**src/rtl/core/http_chunked_body_decoder_unit_macros.svh**
```systemverilog
// assertion macros for the chunked body decoder
// used by rtl/core modules that carry concurrent checks
`ifndef HTTP_CHUNKED_BODY_DECODER_UNIT_MACROS_SVH
`define HTTP_CHUNKED_BODY_DECODER_UNIT_MACROS_SVH

// property checked on every clock edge outside reset
`define HCBD_ASSERT(lbl, prop, msg) \
  lbl: assert property (@(posedge clk) disable iff (!rst_n) (prop)) else $error(msg);

// implication checked on every clock edge outside reset
`define HCBD_ASSERT_IMPL(lbl, ante, cons, msg) \
  lbl: assert property (@(posedge clk) disable iff (!rst_n) (ante) |-> (cons)) else $error(msg);

`endif

```
**src/rtl/core/hcbd_pkg.sv**
```systemverilog
// types, codes and character helpers for the chunked body decoder
// no dependencies
`timescale 1ns / 1ps

package hcbd_pkg;

  typedef enum logic [3:0] {
    PH_SIZE_FIRST,
    PH_SIZE_DIGITS,
    PH_SIZE_EXT,
    PH_DATA,
    PH_DATA_CR,
    PH_DATA_LF,
    PH_TRAILER,
    PH_DONE,
    PH_ERROR
  } phase_t;

  typedef enum logic [2:0] {
    ERR_NONE       = 3'd0,
    ERR_BAD_SIZE   = 3'd1,
    ERR_NO_CRLF    = 3'd2,
    ERR_BODY_LARGE = 3'd3,
    ERR_LINE_LONG  = 3'd4
  } err_t;

  localparam logic CFG_MAX_BODY = 1'b0;
  localparam logic CFG_MAX_LINE = 1'b1;

  localparam logic [31:0] MAX_BODY_RST = 32'd16777216;
  localparam logic [15:0] MAX_LINE_RST = 16'd8192;

  localparam logic [7:0] CH_CR = 8'h0d;
  localparam logic [7:0] CH_LF = 8'h0a;

  localparam int RES_W = 13;

  // one decoded result, data_valid in the lowest bit
  typedef struct packed {
    err_t       error_code;
    logic       body_done;
    logic [7:0] data_byte;
    logic       data_valid;
  } res_t;

  typedef struct packed {
    logic       ok;
    logic [3:0] val;
  } hex_t;

  function automatic hex_t hex_decode(input logic [7:0] b);
    hex_t h;
    h.ok  = 1'b1;
    h.val = 4'd0;
    if (b inside {[8'h30:8'h39]}) begin
      h.val = 4'(b - 8'h30);
    end else if (b inside {[8'h61:8'h66]}) begin
      h.val = 4'(b - 8'h57);
    end else if (b inside {[8'h41:8'h46]}) begin
      h.val = 4'(b - 8'h37);
    end else begin
      h.ok = 1'b0;
    end
    return h;
  endfunction

endpackage

```
**src/rtl/core/hcbd_out_buf.sv**
```systemverilog
// two-entry output buffer for decoded results
// depends on hcbd_pkg for the result type
`timescale 1ns / 1ps

module hcbd_out_buf (
  input  logic          clk,
  input  logic          rst_n,
  input  logic          push,
  input  hcbd_pkg::res_t push_data,
  output logic          space,
  output logic          out_valid,
  output hcbd_pkg::res_t out_data,
  input  logic          out_ready
);
  import hcbd_pkg::*;

  logic main_v_r;
  logic skid_v_r;
  res_t main_r;
  res_t skid_r;
  logic pop;

  assign pop       = main_v_r & out_ready;
  assign space     = ~skid_v_r;
  assign out_valid = main_v_r;
  assign out_data  = main_r;

  always_ff @(posedge clk) begin
    if (!rst_n) begin
      main_v_r <= 1'b0;
      skid_v_r <= 1'b0;
    end else if (pop) begin
      if (skid_v_r) begin
        skid_v_r <= 1'b0;
      end else begin
        main_v_r <= push;
      end
    end else if (push) begin
      if (!main_v_r) begin
        main_v_r <= 1'b1;
      end else begin
        skid_v_r <= 1'b1;
      end
    end
  end

  always_ff @(posedge clk) begin
    if (pop) begin
      main_r <= skid_v_r ? skid_r : push_data;
    end else if (push) begin
      if (!main_v_r) begin
        main_r <= push_data;
      end else begin
        skid_r <= push_data;
      end
    end
  end

endmodule

```
**src/rtl/core/http_chunked_body_decoder_unit.sv**
```systemverilog
// result: each input transfer's result is registered in hcbd_out_buf and driven onto out_tdata
// throughput: one byte per cycle while the output buffer has space; the two-entry buffer keeps in_tready
//   high while one finished result waits on out_tready
// reset: rst_n clears the parse state and loads max_body_bytes = 16777216 and
//   max_line_bytes = 8192; restart in in_tuser clears the parse state only
`timescale 1ns / 1ps
`include "http_chunked_body_decoder_unit_macros.svh"

module http_chunked_body_decoder_unit #(
  parameter int SIZE_BITS = 32,
  parameter int LINE_BITS = 16
) (
  input  logic        clk,
  input  logic        rst_n,
  input  logic        cfg_we,
  input  logic        cfg_addr,
  input  logic [31:0] cfg_wdata,
  input  logic        in_tvalid,
  output logic        in_tready,
  input  logic [7:0]  in_tdata,   // in_byte
  input  logic        in_tuser,   // restart
  output logic        out_tvalid,
  input  logic        out_tready,
  output logic [15:0] out_tdata   // data_valid, data_byte, body_done, error_code, zero pad
);
  import hcbd_pkg::*;

  localparam int CW = (SIZE_BITS > 32) ? SIZE_BITS : 32;
  localparam int LW = (LINE_BITS > 16) ? LINE_BITS : 16;

  logic [31:0]          max_body_r;
  logic [15:0]          max_line_r;
  phase_t               phase_r, phase_nxt, cur_phase;
  logic                 saw_cr_r, saw_cr_nxt, cur_saw;
  logic [SIZE_BITS-1:0] chunk_r, chunk_nxt, cur_chunk;
  logic [31:0]          total_r, total_nxt, cur_total;
  logic [LINE_BITS-1:0] len_r, len_nxt, cur_len;
  err_t                 err_r, err_nxt, cur_err;

  logic                 in_fire;
  logic [7:0]           b;
  hex_t                 hx;
  logic [LINE_BITS-1:0] len_p1;
  logic                 full0, full1;
  logic                 lb_end, lb_fail, lb_saw;
  logic [LINE_BITS-1:0] lb_len;
  logic [31:0]          body_room;
  logic                 too_large;
  logic [SIZE_BITS-1:0] chunk_dec;
  logic                 buf_space;
  res_t                 res, out_res;

  assign in_fire   = in_tvalid & in_tready;
  assign in_tready = buf_space;
  assign b         = in_tdata;
  assign hx        = hex_decode(b);

  // restart acts on the state before this byte
  assign cur_phase = in_tuser ? PH_SIZE_FIRST : phase_r;
  assign cur_saw   = in_tuser ? 1'b0 : saw_cr_r;
  assign cur_chunk = in_tuser ? '0 : chunk_r;
  assign cur_total = in_tuser ? '0 : total_r;
  assign cur_len   = in_tuser ? '0 : len_r;
  assign cur_err   = in_tuser ? ERR_NONE : err_r;

  assign len_p1    = cur_len + {{(LINE_BITS-1){1'b0}}, 1'b1};
  assign full0     = (LW'(cur_len) >= LW'(max_line_r)) || (&cur_len);
  assign full1     = (LW'(len_p1) >= LW'(max_line_r)) || (&len_p1);
  assign body_room = max_body_r - cur_total;
  assign too_large = CW'(cur_chunk) > CW'(body_room);
  assign chunk_dec = cur_chunk - {{(SIZE_BITS-1){1'b0}}, 1'b1};

  // one byte of an ignored line: CR LF ends it, a lone CR counts as content
  always_comb begin
    lb_end  = 1'b0;
    lb_fail = 1'b0;
    lb_saw  = 1'b0;
    lb_len  = cur_len;
    if (cur_saw && b == CH_LF) begin
      lb_end = 1'b1;
    end else if (cur_saw) begin
      if (full0) begin
        lb_fail = 1'b1;
      end else if (b == CH_CR) begin
        lb_saw = 1'b1;
        lb_len = len_p1;
      end else if (full1) begin
        lb_fail = 1'b1;
        lb_len  = len_p1;
      end else begin
        lb_len = len_p1 + {{(LINE_BITS-1){1'b0}}, 1'b1};
      end
    end else if (b == CH_CR) begin
      lb_saw = 1'b1;
    end else if (full0) begin
      lb_fail = 1'b1;
    end else begin
      lb_len = len_p1;
    end
  end

  // next state
  always_comb begin
    phase_nxt  = cur_phase;
    saw_cr_nxt = cur_saw;
    chunk_nxt  = cur_chunk;
    total_nxt  = cur_total;
    len_nxt    = cur_len;
    err_nxt    = cur_err;
    case (cur_phase)
      PH_SIZE_FIRST: begin
        if (!hx.ok) begin
          err_nxt   = ERR_BAD_SIZE;
          phase_nxt = PH_ERROR;
        end else begin
          saw_cr_nxt = 1'b0;
          chunk_nxt  = SIZE_BITS'(hx.val);
          if (max_line_r == '0) begin
            len_nxt   = '0;
            err_nxt   = ERR_LINE_LONG;
            phase_nxt = PH_ERROR;
          end else begin
            len_nxt   = {{(LINE_BITS-1){1'b0}}, 1'b1};
            phase_nxt = PH_SIZE_DIGITS;
          end
        end
      end
      PH_SIZE_DIGITS, PH_SIZE_EXT: begin
        if (cur_phase == PH_SIZE_DIGITS && hx.ok) begin
          if (cur_chunk[SIZE_BITS-1 -: 4] != 4'd0) begin
            err_nxt   = ERR_BAD_SIZE;
            phase_nxt = PH_ERROR;
          end else begin
            chunk_nxt = {cur_chunk[SIZE_BITS-5:0], hx.val};
            if (full0) begin
              err_nxt   = ERR_LINE_LONG;
              phase_nxt = PH_ERROR;
            end else begin
              len_nxt = len_p1;
            end
          end
        end else begin
          saw_cr_nxt = lb_saw;
          len_nxt    = lb_len;
          phase_nxt  = PH_SIZE_EXT;
          if (lb_fail) begin
            err_nxt   = ERR_LINE_LONG;
            phase_nxt = PH_ERROR;
          end else if (lb_end) begin
            len_nxt = '0;
            if (cur_chunk == '0) begin
              phase_nxt = PH_TRAILER;
            end else if (too_large) begin
              err_nxt   = ERR_BODY_LARGE;
              phase_nxt = PH_ERROR;
            end else begin
              phase_nxt = PH_DATA;
            end
          end
        end
      end
      PH_DATA: begin
        total_nxt = cur_total + 32'd1;
        chunk_nxt = chunk_dec;
        if (chunk_dec == '0) begin
          phase_nxt = PH_DATA_CR;
        end
      end
      PH_DATA_CR: begin
        if (b == CH_CR) begin
          phase_nxt = PH_DATA_LF;
        end else begin
          err_nxt   = ERR_NO_CRLF;
          phase_nxt = PH_ERROR;
        end
      end
      PH_DATA_LF: begin
        if (b == CH_LF) begin
          phase_nxt  = PH_SIZE_FIRST;
          saw_cr_nxt = 1'b0;
          len_nxt    = '0;
        end else begin
          err_nxt   = ERR_NO_CRLF;
          phase_nxt = PH_ERROR;
        end
      end
      PH_TRAILER: begin
        saw_cr_nxt = lb_saw;
        len_nxt    = lb_len;
        if (lb_fail) begin
          err_nxt   = ERR_LINE_LONG;
          phase_nxt = PH_ERROR;
        end else if (lb_end) begin
          len_nxt = '0;
          if (cur_len == '0) begin
            phase_nxt = PH_DONE;
          end
        end
      end
      default: begin
      end
    endcase
  end

  // result for this byte
  always_comb begin
    res            = '0;
    res.error_code = err_nxt;
    case (cur_phase)
      PH_DATA: begin
        res.data_valid = 1'b1;
        res.data_byte  = b;
      end
      PH_TRAILER: begin
        res.body_done = lb_end && !lb_fail && (cur_len == '0);
      end
      default: begin
      end
    endcase
  end

  always_ff @(posedge clk) begin
    if (!rst_n) begin
      max_body_r <= MAX_BODY_RST;
      max_line_r <= MAX_LINE_RST;
    end else if (cfg_we) begin
      case (cfg_addr)
        CFG_MAX_BODY: max_body_r <= cfg_wdata;
        CFG_MAX_LINE: max_line_r <= cfg_wdata[15:0];
        default: begin
        end
      endcase
    end
  end

  always_ff @(posedge clk) begin
    if (!rst_n) begin
      phase_r  <= PH_SIZE_FIRST;
      saw_cr_r <= 1'b0;
      chunk_r  <= '0;
      total_r  <= '0;
      len_r    <= '0;
      err_r    <= ERR_NONE;
    end else if (in_fire) begin
      phase_r  <= phase_nxt;
      saw_cr_r <= saw_cr_nxt;
      chunk_r  <= chunk_nxt;
      total_r  <= total_nxt;
      len_r    <= len_nxt;
      err_r    <= err_nxt;
    end
  end

  hcbd_out_buf u_out_buf (
    .clk       (clk),
    .rst_n     (rst_n),
    .push      (in_fire),
    .push_data (res),
    .space     (buf_space),
    .out_valid (out_tvalid),
    .out_data  (out_res),
    .out_ready (out_tready)
  );

  assign out_tdata = {{(16-RES_W){1'b0}}, out_res};

  `HCBD_ASSERT_IMPL(a_stall_holds_result, !in_tready, out_tvalid, "input stalled with no result pending")
  `HCBD_ASSERT_IMPL(a_error_sticky_code, phase_r == PH_ERROR, err_r != ERR_NONE, "error phase without a code")
  `HCBD_ASSERT_IMPL(a_data_nonzero, phase_r == PH_DATA, chunk_r != '0, "data phase with no bytes left")
  `HCBD_ASSERT_IMPL(a_done_phase, in_fire && res.body_done, ##1 phase_r == PH_DONE, "body end not recorded")
  `HCBD_ASSERT_IMPL(a_payload_clean, out_tvalid && out_res.data_valid, out_res.error_code == ERR_NONE && !out_res.body_done, "payload byte with error or end flag")

endmodule

```
**config.mk**
```make
export PLATFORM = sky130hd
export DESIGN_NAME = http_chunked_body_decoder_unit
export DESIGN_NICKNAME = d
export VERILOG_FILES = /design/src/rtl/core/hcbd_pkg.sv /design/src/rtl/core/hcbd_out_buf.sv /design/src/rtl/core/http_chunked_body_decoder_unit.sv
export VERILOG_INCLUDE_DIRS = /design/src /design/src/rtl/core
export SDC_FILE = /design/constraint.sdc
export NUM_CORES = 1
export LEC_CHECK = 0
export BUFFER_PORTS_ARGS = -buffer_cell sky130_fd_sc_hd__buf_4
export CAP_MARGIN = 20
export CELL_PAD_IN_SITES_DETAIL_PLACEMENT = 0
export CELL_PAD_IN_SITES_GLOBAL_PLACEMENT = 1
export CORE_ASPECT_RATIO = 2
export CORE_MARGIN = 2
export CORE_UTILIZATION = 30
export DETAILED_ROUTE_END_ITERATION = 12
export PLACE_DENSITY_LB_ADDON = 0.1
export SKIP_CTS_REPAIR_TIMING = 1
export SYNTH_ARGS = -nofsm -noshare
export SYNTH_HDL_FRONTEND = slang
export SYNTH_SLANG_ARGS = --single-unit
```
**constraint.sdc**
```tcl
create_clock -name clk -period 7.5 [get_ports clk]
set_clock_uncertainty 0.2 [all_clocks]
set_input_delay 0.75 -clock clk [delete_from_list [all_inputs] [get_ports clk]]
set_output_delay 0.75 -clock clk [all_outputs]
set_load 0.005 [all_outputs]
```
==> results.md, run 1 <==
* Outcome: completed
* Final WS setup at roughly 1.1 ns
* Cell area after layout at roughly 16000 µm²
* Synth top area cells: dfxtp_1 (20%), ha_1 (9.5%), nand2_1 (7.4%)
* Core Area at about 47000 µm²
* Post-synth ARST share at 0
* Switching pwr at about 1.0 mW
* Final hold vios at 0
* Internal power at 1.63 mW
* Worst Path Max Fanout at 30
* Sequential Power Share at 0.366
* Final clock period utilization by the worst path at 0.856
* Post-route ant nets at 0
* Vias in the first global route at 14800
* Comb power frac at 0.290
* Initial antenna violation count at 0
* CTS tree: yes
* Register-to-Register Path Depth at 21
* Total Wirelength at 62300 µm
* Max-slew violations at 0
* YS warnings at 0
* Post-layout min period at roughly 6.4 ns
* P_leak at just over 6 nW
* Yosys top cell by area: dfxtp_1
* HP Class: register to register
* P per Cell Area at between 150 and 200 nW/µm²
* Skew-Pair Late Insertion Delay at roughly 0.47 ns
* Post-layout util at 0.339
* Num rows at around 110
* R2R setup slack at 1.37 ns
* Top_reg_cell synth: dfxtp_1
* Min Hold Slack at approximately 0.27 ns
* Input/output buffers at 61
* Worst hold start: max_body_r[22]
* Max Cap Viol at 0
* Setup TNS at 0 ns
* Avg Synthesized Cell Area at 7.38 µm²
* CP Buf/Inv Count at 2
* Ant diodes at 0
* Post-Place Cells at approximately 2500
* Worst slack at placement at 0.546 ns
* Initial core utilization at 0.303
* H-tree depth at 4
* F_max at ~160 MHz
* Worst Hold End: max_body_r[22]
* RSZ-0062 raised after global routing: false
* Final setup vio count at 0
* Die area at between 40000 and 50000 µm²
* Reg2reg end: u_out_buf.out_data[10]
* Gpl congestion at 0.923
* Mapped Cells at 1910
* Net Sw Frac at 0.382
* Setup crit end kind: register
* Final Power at roughly 2.6 mW
* Synth Register Bits at 164
* Critical path class: input port to register
* Drt via density at around 5.7
* Worst path slowest cell: a2111oi_0
* Worst slew pin tran at 1.15 ns
* Clock slew at reported path FFs at around 0.080 ns
* Cell Area, Synth at around 14000 µm²
* Crit path cell chain: buf_4, inv_2, nand2_1, ha_1, or3_1, o2111ai_1, a31oi_1, o2111ai_1, a21oi_1, a2111oi_0, a21oi_1, xnor2_1, ha_1, nand4_1, nor4_1, nand4b_1, o21ai_0, a31oi_1, o21ai_0, o211ai_1, mux2_2
* Synth-to-Final Area Change at 12.1%
* CP Data Required Time at 7.52 ns
* Share of cells above drive strength 1 at 0.0992
* Most frequent cells in the layout: nand2_1 (278), a21oi_1 (165), nor2_1 (159)
* Die X at around 160 µm
* TritonCTS Buffers at 17
* Post-DP HPWL at around 48000 µm
* Final std cells w/o fill at 2562
* Remaining DRCs at 0
* Slew margin rel. at 0.232
* Sequential element share of the synthesized area at 0.251
* Placement-stage cell area at roughly 15000 µm²
* IO Pins at 65
* Startpoint Class: input port
* CTS Buffer Depth at 2
* Most common cell after layout, fill and taps aside: nand2_1
* Clk pwr share at 0.344
* Synth top area share at 0.196
* Yosys cell types at about 100
* Worst R2R Start: total_r[2]
* Total grt overflow at 0
* CP top delay family: compound AO/OA/AOI/OAI gates
* Detailed Routing Iterations Pass 1 at 5
* Crit path largest cell delay at about 0.6 ns
* Post-layout net count at between 2000 and 2500
* Hold Path Depth at 2
* Die Y at just over 300 µm
* Root buffer cell: clkbuf_16
* Wire length per cell at about 24 µm
* Worst Path Arrival at roughly 6.4 ns
* First-pass GRT wire length at a little over 90000 µm
* Number of DRC markers in iteration 0 at roughly 900
* Clk sinks at about 160
* Post-synth EDFFs at 26
* Worst vdd ir at about 0.00012 V
* Via count at roughly 15000
* GRT Overall Usage at 0.257
* Pin count of the biggest net entering global routing at 66
-- cell usage after synthesis (11+ instances only) --
library cell,instances
or2_2,12
nand2b_1,24
dfxtp_1,138
o211ai_1,25
a211oi_1,13
mux2_2,12
a21o_1,24
nand3_1,53
inv_1,66
o21ai_0,107
or3_1,13
nor4_1,45
a22oi_1,16
a21oi_1,165
a31oi_1,29
a221oi_1,11
clkbuf_1,87
and3_1,30
nor2b_1,53
and2_1,14
xnor2_1,44
edfxtp_1,26
xor2_1,41
ha_1,107
nor2_1,160
nor3_1,43
nand4_1,44
buf_1,11
nand2_1,278
o31ai_1,16
-- worst register-to-register path: stages (launching register included) --
cell and delay [ns]:
dfxtp_1 0.33, nor2b_1 0.32, inv_1 0.10, ha_1 0.34
o211ai_1 0.19, a21oi_1 0.09, o2111ai_1 0.32, a31oi_1 0.21
o2111ai_1 0.28, a21oi_1 0.12, a2111oi_0 0.60, a21oi_1 0.17
xnor2_1 0.18, ha_1 0.31, nand4_1 0.12, nor4_1 0.59
nand4b_1 0.25, o21ai_0 0.18, a31oi_1 0.31, o21ai_0 0.25
o211ai_1 0.15, mux2_2 0.28
-- layer usage --
layer,vias up,part of all wire,track usage
li1,7020,-,-
met1,6986,0.34,0.247
met2,475,0.55,0.495
met3,194,0.036,0.0273
met4,0,0.078,0.186
met5,-,0,0
-- worst max-delay path by stage --
stage | cells past startpoint | startpoint | endpoint
2_1_floorplan | 31 | in_tuser | u_out_buf.out_data[10]
3_3_place_gp | 22 | in_tuser | u_out_buf.out_data[12]
3_5_place_dp | 21 | in_tuser | u_out_buf.out_data[10]
4_1_cts | 21 | in_tuser | u_out_buf.out_data[10]
5_1_grt | 22 | in_tuser | u_out_buf.out_data[10]
6_report | 21 | in_tuser | u_out_buf.out_data[10]
-- registers in the layout, indices dropped and copies added (netlist names), 3 cells and up --
register and cells:
chunk_r 32, max_line_r 16, total_r 32, u_out_buf.out_data 13
max_body_r 32, err_r 3, u_out_buf.skid_r 13, phase_r 4
len_r 16
-- power groups by stage --
| stage | logic (mW) | clock network (mW) | registers (mW) |
|---|---|---|---|
| 4_1_cts | 0.765 | 0.939 | 0.966 |
| 6_report | 0.767 | 0.908 | 0.966 |
| 3_5_place_dp | 0.763 | 0 | 0.987 |
| 5_1_grt | 0.838 | 0.956 | 0.971 |
| 2_1_floorplan | 0.506 | 0 | 0.964 |
| 3_3_place_gp | 0.759 | 0 | 0.987 |
-- area by class of cell --
class                      count  area [µm²]
clock inverter                15         148
tap                          627         785
fill                        5143       30700
clock buffer                  17         425
multi-input combinational   1566        9850
inverter                      68         258
timing repair buffer         105         790
sequential                   164        3540
-- logic make-up (layout without fill, tap and decap cells) --
| family | count (synthesis) | in the layout | share of synthesized area |
|---|---|---|---|
| other cells | 1 | 3 | 0.000266 |
| flops | 164 | 164 | 0.251 |
| buf+inv | 182 | 205 | 0.0516 |
| compound gates | 528 | 528 | 0.242 |
| xor+xnor | 85 | 85 | 0.0528 |
| fa+ha+maj | 108 | 108 | 0.0964 |
| mux | 19 | 19 | 0.0146 |
| simple gates | 823 | 823 | 0.290 |
(Power assumes the default switching activity.)
==> run 2, diff against run 1 <==
--- a/config.mk
+++ b/config.mk
@@ -15,6 +15,7 @@
 export CORE_UTILIZATION = 30
 export DETAILED_ROUTE_END_ITERATION = 12
 export PLACE_DENSITY_LB_ADDON = 0.1
+export RECOVER_POWER = 25
 export SKIP_CTS_REPAIR_TIMING = 1
 export SYNTH_ARGS = -nofsm -noshare
 export SYNTH_HDL_FRONTEND = slang
==> run 2 against run 1 <==
Effect of this change: the run now ends with max-capacitance violations, max-slew violations left; maximum frequency barely moved; critical path depth did not move; routed wire length barely moved; global-route usage did not move; first-iteration DRC count rose by 5.3%; sequential share of layout area barely moved; sequential power barely moved; critical path type unchanged; highest routed layer unchanged.
==> results.md, run 2 (synthesized netlist as in run 1, its figures left out) <==
* Drt via density at roughly 5.8
* P per Cell Area at 167 nW/µm²
* Sequential Power Share at 0.366
* IO Pins at 65
* H-tree depth at 4
* Net Sw Frac at 0.382
* RSZ-0062 raised after global routing: false
* Worst R2R Start: total_r[0]
* Switching pwr at 1.01 mW
* Clock slew at reported path FFs at 0.08 ns
* CTS Buffer Depth at 2
* Failing checks: max-capacitance violations, max-slew violations
* Clk pwr share at 0.344
* Num rows at 112
* Min Hold Slack at around 0.27 ns
* First-pass GRT wire length at 92700 µm
* Setup TNS at 0 ns
* Via count at between 10000 and 15000
* Initial antenna violation count at 0
* P_leak at 6.08 nW
* Worst Path Arrival at roughly 6.4 ns
* Post-layout net count at between 2000 and 2500
* Die area at between 40000 and 50000 µm²
* Remaining DRCs at 0
* GRT Overall Usage at 0.257
* Final hold vios at 0
* TritonCTS Buffers at 17
* Fillers at just over 5000
* Worst Path Max Fanout at 30
* Clk sinks at about 160
* Wire length per cell at 24.3 µm
* Final clock period utilization by the worst path at 0.857
* Number of DRC markers in iteration 0 at roughly 960
* CTS tree: yes
* Max-slew violations at 97
* Slew margin rel. at -0.571
* Input/output buffers at between 60 and 70
* Gpl congestion at roughly 0.92
* Pin count of the biggest net entering global routing at 66
* Worst slack at placement at 0.546 ns
* Core Area at 46500 µm²
* Final WS setup at 1.07 ns
* R2R setup slack at approximately 1.4 ns
* Internal power at between 1.5 and 2 mW
* Startpoint Class: input port
* Most frequent cells in the layout: nand2_1 (278), a21oi_1 (165), nor2_1 (159)
* Critical path class: input port to register
* Worst Setup SP: in_tuser
* HP Class: register to register
* Register-to-Register Path Depth at 22
* Root buffer cell: clkbuf_16
* Comb power frac at 0.290
* Die X at about 160 µm
* Biggest regs: chunk_r: 32 flops, max_body_r: 32 flops, total_r: 32 flops
* Post-route ant nets at 0
* Ant diodes at 0
* F_max at ~160 MHz
* Setup crit end kind: register
* Synth-to-Final Area Change at 12.0%
* Outcome: complete, but fails checks
* Most common cell after layout, fill and taps aside: nand2_1
* Initial core utilization at 0.303
* Worst hold start: max_body_r[22]
* Total Wirelength at slightly above 60000 µm
* Worst vdd ir at roughly 0.00012 V
* Post-DP HPWL at ~48000 µm
* Post-layout util at 0.339
* Max Cap Viol at 2
* Post-layout min period at about 6.4 ns
* Share of cells above drive strength 1 at 0.0977
* Area of the multi-input gates at 9850 µm²
* Total grt overflow at 0
* Detailed Routing Iterations Pass 1 at 5
* Skew-Pair Late Insertion Delay at 0.47 ns
* Vias in the first global route at 14800
* Sequential cell area at around 3500 µm²
* Worst slew pin tran at ~2.4 ns
* Final setup vio count at 0
* Die Y at slightly above 300 µm
* Hold Path Depth at 2
* Final Power at between 2 and 3 mW
* CP Data Required Time at 7.52 ns
==> run 2: changes by cell type in the layout (fill, tap and decap cells not counted), sizes merged <==
cell | before | now
buf | 105 | 93
clkbuf | 17 | 29
clkinvlp | 3 | 4
inv | 73 | 72
==> run 2: cell type report <==
class,count,area share
multi-input cells,1566,0.624
clock inverters,15,0.00936
inverters,68,0.0163
repair buffers,105,0.0493
well taps,627,0.0497
clock buffers,17,0.0270
flip-flops and latches,164,0.225
==> run 2: worst paths after layout <==
path / to
setup / recovery: u_out_buf.out_data[10]
hold / removal: max_body_r[22]
setup reg to reg: u_out_buf.out_data[10]
hold reg to reg: max_body_r[22]
==> run 2: power by group through the flow <==
stage	logic, mW	clock network [mW]	registers [mW]
2_1_floorplan	0.506	0	0.964
3_3_place_gp	0.759	0	0.987
3_5_place_dp	0.763	0	0.987
4_1_cts	0.765	0.939	0.966
5_1_grt	0.837	0.956	0.971
6_report	0.765	0.908	0.966
==> run 2: metrics by stage <==
stage / std cells / area, µm²
2_1_floorplan: 1912 / 14100
3_3_place_gp: 2528 / 15200
3_5_place_dp: 2530 / 15200
4_1_cts: 2562 / 15800
5_1_grt: 2562 / 15800
6_report: 2562 / 15800
==> run 2: worst max-delay path, cell delays in order <==
cell,delay (ns)
buf_4,0.16
inv_2,0.40
nand2_1,0.18
ha_1,0.38
or3_1,0.39
o2111ai_1,0.15
a31oi_1,0.22
o2111ai_1,0.28
a21oi_1,0.11
a2111oi_0,0.60
a21oi_1,0.17
xnor2_1,0.18
ha_1,0.31
nand4_1,0.12
nor4_1,0.59
nand4b_1,0.25
o21ai_0,0.18
a31oi_1,0.32
o21ai_0,0.24
o211ai_1,0.15
mux2_2,0.28
==> run 2: metal layers <==
layer,share of wire,GRT usage,routed length (µm)
met2,0.55,0.495,34200
met3,0.033,0.0273,2080
met4,0.077,0.186,4760
met1,0.34,0.247,21200
met5,0,0,0
